==> src/rtl/core/assert_macros.svh <==
// Assertion macros shared by the shortest-path unit RTL.
// Each macro checks on the rising clock edge and is disabled while reset is low.
`ifndef ASSERT_MACROS_SVH
`define ASSERT_MACROS_SVH

// Same-cycle implication: a holds, so b holds.
`define DGSP_ASSERT_IMPLY(lbl, clk, rst_n, a, b) \
    lbl: assert property (@(posedge clk) disable iff (!rst_n) (a) |-> (b)) \
        else $error("dgsp: same-cycle check failed");

// Next-cycle implication: a holds, so b holds in the next cycle.
`define DGSP_ASSERT_NEXT(lbl, clk, rst_n, a, b) \
    lbl: assert property (@(posedge clk) disable iff (!rst_n) (a) |=> (b)) \
        else $error("dgsp: next-cycle check failed");

`endif

==> src/rtl/core/dgsp_ram.sv <==
// ============================================================================
// dgsp_ram
// Generic single-write, single-read RAM with registered read data.
// ============================================================================
`default_nettype none

module dgsp_ram #(
    parameter int WIDTH = 16,
    parameter int DEPTH = 256,
    localparam int AW   = $clog2(DEPTH)
) (
    input  wire logic             i_clk,
    input  wire logic             i_we,
    input  wire logic [AW-1:0]    i_waddr,
    input  wire logic [WIDTH-1:0] i_wdata,
    input  wire logic [AW-1:0]    i_raddr,
    output logic      [WIDTH-1:0] o_rdata
);

    logic [WIDTH-1:0] r_mem [DEPTH];

    // Write one word, register the read word
    always_ff @(posedge i_clk) begin
        if (i_we) begin
            r_mem[i_waddr] <= i_wdata;
        end
        o_rdata <= r_mem[i_raddr];
    end

endmodule

`default_nettype wire

==> config.mk <==
export PLATFORM = sky130hd
export DESIGN_NAME = dgsp_ram
export DESIGN_NICKNAME = d
export VERILOG_FILES = /design/src/rtl/core/assert_macros.svh /design/src/rtl/core/dgsp_ram.sv
export SDC_FILE = /design/constraint.sdc
export NUM_CORES = 2
export LEC_CHECK = 0
export ABC_AREA = 0
export CORE_AREA = 2 2 943 569
export CTS_BUF_LIST = sky130_fd_sc_hd__clkbuf_2 sky130_fd_sc_hd__clkbuf_4 sky130_fd_sc_hd__clkbuf_8
export DETAILED_ROUTE_END_ITERATION = 6
export DIE_AREA = 0 0 945 571
export DONT_BUFFER_PORTS = 1
export PLACE_DENSITY = 0.53
export SLEW_MARGIN = 20
export SYNTH_ARGS = -nofsm -noshare
export SYNTH_HDL_FRONTEND = slang
export SYNTH_SLANG_ARGS = --single-unit
==> constraint.sdc <==
create_clock -name i_clk -period 4.6 [get_ports i_clk]
set_clock_uncertainty 0.05 [all_clocks]
set_input_delay 0.23 -clock i_clk [delete_from_list [all_inputs] [get_ports i_clk]]
set_output_delay 0.23 -clock i_clk [all_outputs]
set_load 0.02 [all_outputs]
==> results by group <==
Worst setup path
  – Critical Path RT: 5.60 ns
  – R2R cell count: 7
  – Worst r2r src: r_mem[11][10]
  – Critical Path Source Type: primary input
  – R2R Setup Slk: 0.92 ns
  – Crit path to: o_rdata[7]
  – Worst setup EP type: flop
  – Crit path launch: i_raddr[1]
  – Critical Path Fanout Max: 137
  – R2R Path End: o_rdata[10]
  – Crit path DAT: 5.68 ns
  – Crit path kind: in2reg

Logic synthesis
  – Top cells by area, synth: edfxtp_1, mux4_2, mux2i_1, o221ai_1, nor2_1
  – Largest area contributor in the netlist: edfxtp_1
  – Area share of the largest cell type after synthesis: 77.5%
  – Sequential share of the synthesized area: 77.7%
  – Ys async rst share: 0%
  – Main synth FF type: edfxtp_1
  – Synth Register Bits: 4112
  – Syn_area_per_cell: 21.6 µm²
  – Syn Nets: 7394
  – Mapped cell area: 159000 µm²
  – YS warnings: 0
  – Number of flops mapped to enable cells by yosys: 4096
  – Synth unique cells: 52
  – Synth Instances: 7360

Final layout
  – Most common cell after layout, fill and taps aside: edfxtp_1
  – Final core utilization: 34.4%
  – Filler-free cell count of the finished design: 15700
  – Area Growth Syn to Fin: 15.2%
  – Total of fill cells in the finished design: 49400
  – Most frequent cells in the layout: edfxtp_1, mux4_2, clkbuf_8
  – Nets@finish: 8174
  – Share of layout cells above drive strength 1: 29.2%

Route
  – # DRC: 0
  – Via count: 82000
  – 1st-iter DRT viols: 11200
  – ANT nets after route: 0
  – Drt via density: 5.22
  – Wire per inst: 30.0 µm
  – Top Metal Used: met5
  – Met1 wire length: 209000 µm
  – 1st-pass router iterations: 7
  – Wire length on met2: 193000 µm
  – Met3 wire length: 58600 µm
  – Final wirelength: 471000 µm

Floorplanning
  – Initial Util: 29.8%
  – Die width: 945 µm
  – Num rows: 208
  – IO Count: 50
  – Die Height: 571 µm
  – DIE AREA: 540000 µm²
  – Core ar.: 532000 µm²

CTS
  – Cts bufs inserted: 577
  – CTS clk-pin slew, worst paths: 0.07 ns
  – Later-pin clock latency in the skew report: 1.12 ns
  – TritonCTS clock tree: done
  – Root Driver: clkbuf_8
  – H-tree Lvls: 6
  – Max clock buf depth: 4
  – Clk sinks: 4112

Outcome
  – Failing checks: setup timing
  – Status: finished with violations

Global route
  – First-pass GRT wire length: 645000 µm
  – Initial antenna violation count: 48
  – Overall Global Routing Usage: 16.8%
  – Vias in the first global route: 80500
  – Pin count of the biggest net entering global routing: 257
  – Total global routing overflow: 0

STA
  – Setup ws final: -0.0788 ns
  – Unrepaired setup endpoints after global routing: no
  – Max Transition Viols Final: 0
  – Peak Freq: 0.214 GHz
  – Endpoints failing setup: 1
  – Endpoints failing hold: 0
  – Final period util: 102%
  – Slew @ Worst Pin: 1.30 ns
  – Slew margin rel.: 13.3%
  – Fin crit period: 4.68 ns

Min path
  – Hold crit path type: in2reg
  – Min-Delay Path Depth: 2

Job
  – Max_cap viols: 0

Pwr
  – Lkg Pwr: 57.0 nW
  – Final Power: 73.5 mW
  – Maximum VDD drop: 0.224 mV
  – PD cells: 402 nW/µm²

Place
  – Dpl cells: 14600
  – Placer Congestion: 0.863
  – Port bufs: 0
  – Pre-CTS setup slack: -0.676 ns
  – Dpl hpwl: 272000 µm
-- worst max-delay path: stages --
cell and delay [ns]:
buf_16 0.53, buf_16 0.48, buf_16 0.46, nand2b_4 0.11
buf_12 0.19, buf_12 0.20, buf_4 0.21, o221ai_1 0.31
o22ai_1 0.19, a22oi_1 0.78, nand3_1 0.46, nor4_1 0.35
dlygate4sd3_1 0.58
-- Yosys cell counts, drive strengths merged, types with 3 or more instances --
cell,instances
a2111oi,6
a211oi,18
a21oi,175
a221oi,28
a22o,32
a22oi,43
a31oi,6
and3,11
buf,222
clkbuf,230
dfxtp,16
edfxtp,4096
inv,4
mux2,88
mux2i,565
mux4,797
nand2,38
nand2b,3
nand3,35
nand4,26
nand4b,3
nor2,304
nor2b,9
nor3,92
nor4,18
o21ai,38
o221ai,253
o22ai,148
o31ai,16
o32ai,21
or2,5
-- how the worst min path moves through the flow --
| stage | start | end |
|---|---|---|
| 2_1_floorplan | i_wdata[0] | r_mem[0][0] |
| 3_3_place_gp | i_wdata[13] | r_mem[84][13] |
| 3_5_place_dp | i_wdata[13] | r_mem[84][13] |
| 4_1_cts | i_raddr[2] | o_rdata[8] |
| 5_1_grt | i_waddr[7] | r_mem[199][1] |
| 6_report | i_waddr[7] | r_mem[198][1] |
-- sequential cells by signal (all words and copies together), names as in the netlist --
signal / cells
r_mem: 4096
o_rdata: 16
-- layer usage --
| layer | GRT usage [%] | up-vias |
|---|---|---|
| li1 | - | 32900 |
| met1 | 25.3 | 44100 |
| met2 | 23.1 | 4329 |
| met3 | 6.19 | 640 |
| met4 | 4.03 | 8 |
| met5 | 0 | - |
-- per-stage QoR --
| stage | hold WS [ns] | instance area, µm² | setup TNS [ns] |
|---|---|---|---|
| floorplan | 0.279 | 159000 | 0 |
| global placement | 0.319 | 170000 | -6.02 |
| detailed placement | 0.329 | 170000 | -6.04 |
| CTS | 0.00246 | 182000 | 0 |
| global route | 0.0212 | 183000 | 0 |
| finish | 0.0688 | 183000 | -0.0788 |
-- report_power, final --
| part | internal [mW] | switching [mW] | total [mW] |
|---|---|---|---|
| Clock | 13.8 | 14.1 | 27.9 |
| Sequential | 41.3 | 0.117 | 41.4 |
| Combinational | 1.46 | 2.71 | 4.16 |
| Total | 56.6 | 16.9 | 73.5 |
-- cell type report --
type / count / area [µm²] / share of cell area (%)
clock buffers: 764 / 9430 / 5.16
clock inverters: 216 / 1290 / 0.707
inverters: 4 / 27.5 / 0.0151
repair buffers: 653 / 6530 / 3.57
diodes: 24 / 60.1 / 0.0328
flip-flops and latches: 4112 / 123000 / 67.4
multi-input cells: 2792 / 33300 / 18.2
well taps: 7140 / 8930 / 4.89
-- cells by family after synthesis --
family                 share of synthesized area, %
AO/OA/AOI/OAI                                  3.54
buffers and inverters                          1.69
flip-flops                                     77.7
multiplexers                                   15.5
AND/OR/NAND/NOR                                1.57
-- repair_timing --
item	4_1_cts	5_1_grt
gates resized for setup	0	0
hold endpoints to repair	6823	48
hold buffers	69	3
setup endpoints to repair	0	3
buffers inserted	0	0
(Power assumes the default switching activity.)
