`src/rtl/core/assert_macros.svh`:
```
// Assertion macros shared by the shortest-path unit RTL.
// Each macro checks on the rising clock edge and is disabled while reset is low.
`ifndef ASSERT_MACROS_SVH
`define ASSERT_MACROS_SVH

// Same-cycle implication: a holds, so b holds.
`define DGSP_ASSERT_IMPLY(lbl, clk, rst_n, a, b) \
    lbl: assert property (@(posedge clk) disable iff (!rst_n) (a) |-> (b)) \
        else $error("dgsp: same-cycle check failed");

// Next-cycle implication: a holds, so b holds in the next cycle.
`define DGSP_ASSERT_NEXT(lbl, clk, rst_n, a, b) \
    lbl: assert property (@(posedge clk) disable iff (!rst_n) (a) |=> (b)) \
        else $error("dgsp: next-cycle check failed");

`endif

```
`src/rtl/core/dgsp_pkg.sv`:
```
// ============================================================================
// dgsp_pkg
// Shared sizes, codes, types and helpers of the shortest-path unit.
// ============================================================================
`default_nettype none

package dgsp_pkg;

    // Graph size and stored weight width
    localparam int NUM_VERTICES = 16;
    localparam int WEIGHT_BITS  = 16;

    // Field widths of the word interface
    localparam int VFIELD_W = 4;
    localparam int WFIELD_W = 16;
    localparam int DIST_W   = 24;

    // Derived sizes
    localparam int VIDX_W    = $clog2(NUM_VERTICES);
    localparam int ADDR_W    = 2 * VIDX_W;
    localparam int RAM_DEPTH = 1 << ADDR_W;
    localparam int SUM_W     = ((DIST_W > WEIGHT_BITS) ? DIST_W : WEIGHT_BITS) + 1;
    localparam int OUT_COUNT = (NUM_VERTICES < 16) ? NUM_VERTICES : 16;
    localparam int OUT_W     = $clog2(OUT_COUNT);
    localparam int K_W       = $clog2(NUM_VERTICES + 2);
    localparam int PASS_W    = $clog2(NUM_VERTICES);
    localparam int VEXT_W    = (VFIELD_W > VIDX_W) ? VFIELD_W : VIDX_W;
    localparam int WEXT_W    = (WFIELD_W > WEIGHT_BITS) ? WFIELD_W : WEIGHT_BITS;

    localparam logic [DIST_W-1:0] DIST_INF = {DIST_W{1'b1}};

    typedef logic [VIDX_W-1:0]      t_vidx;
    typedef logic [DIST_W-1:0]      t_dist;
    typedef logic [WEIGHT_BITS-1:0] t_weight;
    typedef logic [ADDR_W-1:0]      t_addr;

    // Item action codes
    typedef enum logic {
        ACT_WRITE = 1'b0,
        ACT_RUN   = 1'b1
    } t_action;

    // Controller states
    typedef enum logic [1:0] {
        S_CLEAR,
        S_IDLE,
        S_PASS,
        S_OUT
    } t_state;

    // Token that walks the cell chain once per pass
    typedef struct packed {
        logic  valid;
        logic  settle_en;
        logic  relax_en;
        t_vidx pick_idx;
        t_dist pick_dist;
        t_dist least;
        t_vidx best_idx;
        logic  found;
    } t_token;

    // Broadcast control to every cell
    typedef struct packed {
        logic init;
        logic shift;
    } t_cell_ctl;

    // Fit a vertex field to the internal index width
    function automatic t_vidx fit_vidx(input logic [VFIELD_W-1:0] x);
        logic [VEXT_W-1:0] ext;
        ext = VEXT_W'(x);
        return ext[VIDX_W-1:0];
    endfunction

    // Fit a weight field to the stored weight width
    function automatic t_weight fit_weight(input logic [WFIELD_W-1:0] x);
        logic [WEXT_W-1:0] ext;
        ext = WEXT_W'(x);
        return ext[WEIGHT_BITS-1:0];
    endfunction

    // Vertex field names an existing vertex
    function automatic logic vidx_ok(input logic [VFIELD_W-1:0] x);
        return int'(x) < NUM_VERTICES;
    endfunction

endpackage

`default_nettype wire

```
`src/rtl/core/dgsp_cell.sv`:
```
// ============================================================================
// dgsp_cell
// One vertex of the chain: holds its distance and settled flag, settles and
// relaxes against the passing token, and updates the running minimum.
// ============================================================================
`default_nettype none

module dgsp_cell (
    input  wire logic                i_clk,
    input  wire logic                i_rst_n,
    input  wire dgsp_pkg::t_cell_ctl i_ctl,
    input  wire dgsp_pkg::t_vidx     i_idx,
    input  wire logic                i_init_src,
    input  wire dgsp_pkg::t_weight   i_weight,
    input  wire dgsp_pkg::t_token    i_tok,
    output dgsp_pkg::t_token         o_tok,
    input  wire dgsp_pkg::t_dist     i_shift_dist,
    output dgsp_pkg::t_dist          o_dist
);

    import dgsp_pkg::*;

    t_dist            r_dist;
    logic             r_settled;
    t_token           r_tok;
    t_token           n_tok;
    logic             w_settled_now;
    logic [SUM_W-1:0] w_sum;
    t_dist            w_sat;
    logic             w_relax;
    t_dist            w_dist_new;

    // Settle, relax, then compete for the next pick
    always_comb begin
        w_settled_now = r_settled | (i_tok.settle_en & (i_tok.pick_idx == i_idx));
        w_sum         = SUM_W'(i_tok.pick_dist) + SUM_W'(i_weight);
        w_sat         = (w_sum > SUM_W'(DIST_INF)) ? DIST_INF : w_sum[DIST_W-1:0];
        w_relax       = i_tok.relax_en & ~w_settled_now & (i_weight != '0)
                        & (w_sat < r_dist);
        w_dist_new    = w_relax ? w_sat : r_dist;

        n_tok = i_tok;
        if (~w_settled_now && (w_dist_new <= i_tok.least)) begin
            n_tok.least    = w_dist_new;
            n_tok.best_idx = i_idx;
            n_tok.found    = 1'b1;
        end
    end

    // Hold vertex state: load on init, shift on readout, update under token
    always_ff @(posedge i_clk) begin
        if (i_ctl.init) begin
            r_dist    <= i_init_src ? '0 : DIST_INF;
            r_settled <= 1'b0;
        end else if (i_ctl.shift) begin
            r_dist <= i_shift_dist;
        end else if (i_tok.valid) begin
            r_dist    <= w_dist_new;
            r_settled <= w_settled_now;
        end
    end

    // Hand the token to the next cell
    always_ff @(posedge i_clk) begin
        if (!i_rst_n) begin
            r_tok <= '0;
        end else begin
            r_tok <= i_tok.valid ? n_tok : '0;
        end
    end

    assign o_tok  = r_tok;
    assign o_dist = r_dist;

endmodule

`default_nettype wire

```
`config.mk`:
```
export PLATFORM = sky130hd
export DESIGN_NAME = dgsp_cell
export DESIGN_NICKNAME = d
export VERILOG_FILES = /design/src/rtl/core/assert_macros.svh /design/src/rtl/core/dgsp_pkg.sv /design/src/rtl/core/dgsp_cell.sv
export SDC_FILE = /design/constraint.sdc
export NUM_CORES = 1
export LEC_CHECK = 0
export BUFFER_PORTS_ARGS = -buffer_cell sky130_fd_sc_hd__buf_2
export CAP_MARGIN = 10
export CORE_MARGIN = 4
export CORE_UTILIZATION = 46
export DETAILED_ROUTE_END_ITERATION = 10
export GPL_ROUTABILITY_DRIVEN = 0
export GPL_TIMING_DRIVEN = 0
export PLACE_DENSITY_LB_ADDON = 0.25
export SYNTH_ARGS = -nofsm -noshare
export SYNTH_HDL_FRONTEND = slang
export SYNTH_SLANG_ARGS = --single-unit
```
`constraint.sdc`:
```
create_clock -name i_clk -period 7.2 [get_ports i_clk]
set_input_delay 1.08 -clock i_clk [delete_from_list [all_inputs] [get_ports i_clk]]
set_output_delay 1.08 -clock i_clk [all_outputs]
set_load 0.01 [all_outputs]
```
==> reports/qor.txt <==
CTS tree: built
mapped cell area: 5550 sq um
period utilisation layout: 0.973
DRC: 0
Max stage delay on crit path: 520 ps
Crit-path slowest cell: or4_1
Synth Area in Simple Gates: 0.161
switching power: 616 uW
syn avg cell area: 8.71 sq um
power share of the clock group: 0.273
Post-Synth Adder-Cell Area: 0.146
dpl cell area: 6690 sq um
area growth from synthesis to layout: 33.3%
max-cap violations: 0
Reg power frac: 0.327
Post-DP HPWL: 13.9 mm
vias: 5582
nets: 1019
via/cell ratio: 5.62
count of unique library cells instantiated by Yosys: 59
Power Total: 1.74 mW
Pint: 1.13 mW
Total GRT Usage: 0.243
DR pass1 iterations: 5
fraction of layout cells with a size suffix above 1: 0.322
Synth Area in Compound Gates: 0.194
final hold violations: 0
Worst-path clk slew: 60 ps
most common cell after layout, fill and taps aside: buf_2
largest family of logic cells by synthesized area: compound AO/OA/AOI/OAI gates
status: completed
CP Capture Type: flip-flop
number of global-route vias before repair: 5637
Skew-Pair Late Insertion Delay: 350 ps
largest net degree at the start of global routing: 25
IO buf count: 192
Hold Path Class: flip-flop to flip-flop
Die ar.: 13900 sq um
row count: 39
fin area: 7400 sq um
number of synthesized register bits: 85
Routed WL: 17.4 mm
core area: 11600 sq um
Worst path most repeated cell: buf_4
remaining antenna violation count: 0
LEAKAGE: 3.78 nW
clk buf depth: 2
Pwr Density: 235 nW/um^2
Die H: 118 um
Avg WL per Cell: 17.5 um
Hold Buf Count CTS: 0
Slew Viols, Final: 0
TNS Setup: 0 ps
Syn. warnings: 0
Setup-failing EPs final: 0
top_reg_cell synth: dfxtp_1
crit path DAT: 7220 ps
critical path class: input pin to flip-flop
Logic pwr share: 0.400
number of diodes: 0
clk sink count: 85
maximum fanout along the worst path: 10
die width: 118 um
drt first-iter violations: 295
Slew HR: 0.386
multiplexer share of the synthesized area: 0.0599
clock buffers created by TritonCTS: 9
first-pass GRT wire length: 27.4 mm
Root Buffer: clkbuf_16
cells after synthesis: 638
Starting Density: 0.478
total congestion overflow: 0
net count after synthesis: 811
initial antenna violation count: 0
Synth Area in XOR/XNOR: 0.0221
most frequent cells in the layout: 193 x buf_2, 76 x inv_1, 61 x dfxtp_1, 56 x ha_1, 48 x nand2_1
Req. time, crit path: 7420 ps
crit start category: input pin
min Tclk post-route: 7010 ps
Buf/Inv on CP: 7
Top Ports: 193
CP top delay family: simple AND/OR/NAND/NOR gates
Worst-Margin Slew: 921 ps
Async S/R FF share, synth: 0
Worst Skew: 6.04 ps
switching part of the total power: 0.353
sequential fraction of the synthesis area: 0.350
H-tree depth: 3
hold_ws: 522 ps
number of fill cells: 988
peak supply drop: 0.163 mV
number of flops mapped to enable cells by yosys: 24
Max Freq: 143 MHz
per-layer routing:
| layer | GRT usage | vias to the layer above | part of all wire |
|---|---|---|---|
| met5 | 0 | - | 0 |
| met4 | 0.0960 | 0 | 0.025 |
| met3 | 0.0682 | 34 | 0.075 |
| met2 | 0.411 | 243 | 0.48 |
| met1 | 0.290 | 2585 | 0.42 |
| li1 | - | 2720 | - |
through the flow:
step	setup WS (ps)	cells	utilization
detailed placement	-1230	973	0.576
global placement	-1080	973	0.576
floorplan	120	638	-
finish	192	994	0.637
CTS	2.42	991	0.619
global route	-23.9	994	0.637
cell families (layout without fill, tap and decap cells):
family,count (synthesis),count (layout)
simple gates,176,176
fa+ha+maj,64,64
mux,32,32
compound gates,169,169
buf+inv,98,311
flops,85,85
xor+xnor,14,14
cell usage after synthesis, types with 11 or more instances:
library cell	number	area share
a21oi_1	43	0.039
and3_1	28	0.032
clkbuf_1	19	0.013
dfxtp_1	61	0.22
edfxtp_1	24	0.13
ha_1	63	0.14
inv_1	76	0.051
mux2i_1	25	0.045
nand2_1	51	0.034
nand4_1	11	0.012
nor2_1	38	0.026
o21ai_0	40	0.036
o22ai_1	17	0.019
worst paths after layout:
| kind | startpoint | endpoint | slack (ps) | depth (start not counted) |
|---|---|---|---|---|
| min | r_settled | r_settled | 520 | 2 |
| max | i_weight[7] | o_tok[0] | 190 | 30 |
| max reg2reg | o_dist[17] | o_tok[0] | 2430 | 23 |
| min reg2reg | r_settled | r_settled | 520 | 2 |
power by group through the flow:
stage	Clock [mW]	Sequential [mW]	Combinational, mW
after floorplan	0	0.599	0.366
after global placement	0	0.574	0.570
after detailed placement	0	0.575	0.591
after CTS	0.479	0.568	0.649
after global routing	0.503	0.574	0.763
final	0.475	0.570	0.698
sequential cells by signal, indices dropped and copies added, names as in the netlist:
signal     flops
o_tok         60
o_dist        24
r_settled      1
final cells by class:
type                            instances  area, sq um  area share
Sequential cell                        85         1940       0.262
Buffer                                 20          119      0.0161
Multi-Input combinational cell        455         3560       0.481
Timing Repair Buffer                  199         1010       0.137
Clock buffer                           11          243      0.0328
Inverter                               76          285      0.0385
Clock inverter                          5         58.8     0.00794
Tap cell                              143          179      0.0242
worst min-delay path: stages (launching register included):
cell	delay [ps]
dfxtp_1	310
a21oi_1	110
nor3_1	50
repair_timing:
item | in CTS | in global routing
pin swaps | 3 | 10
gates resized for setup | 39 | 45
setup buffers | 4 | 3
endpoints found under the setup margin | 29 | 29
No activity file was read; power rests on OpenSTA's default activity.
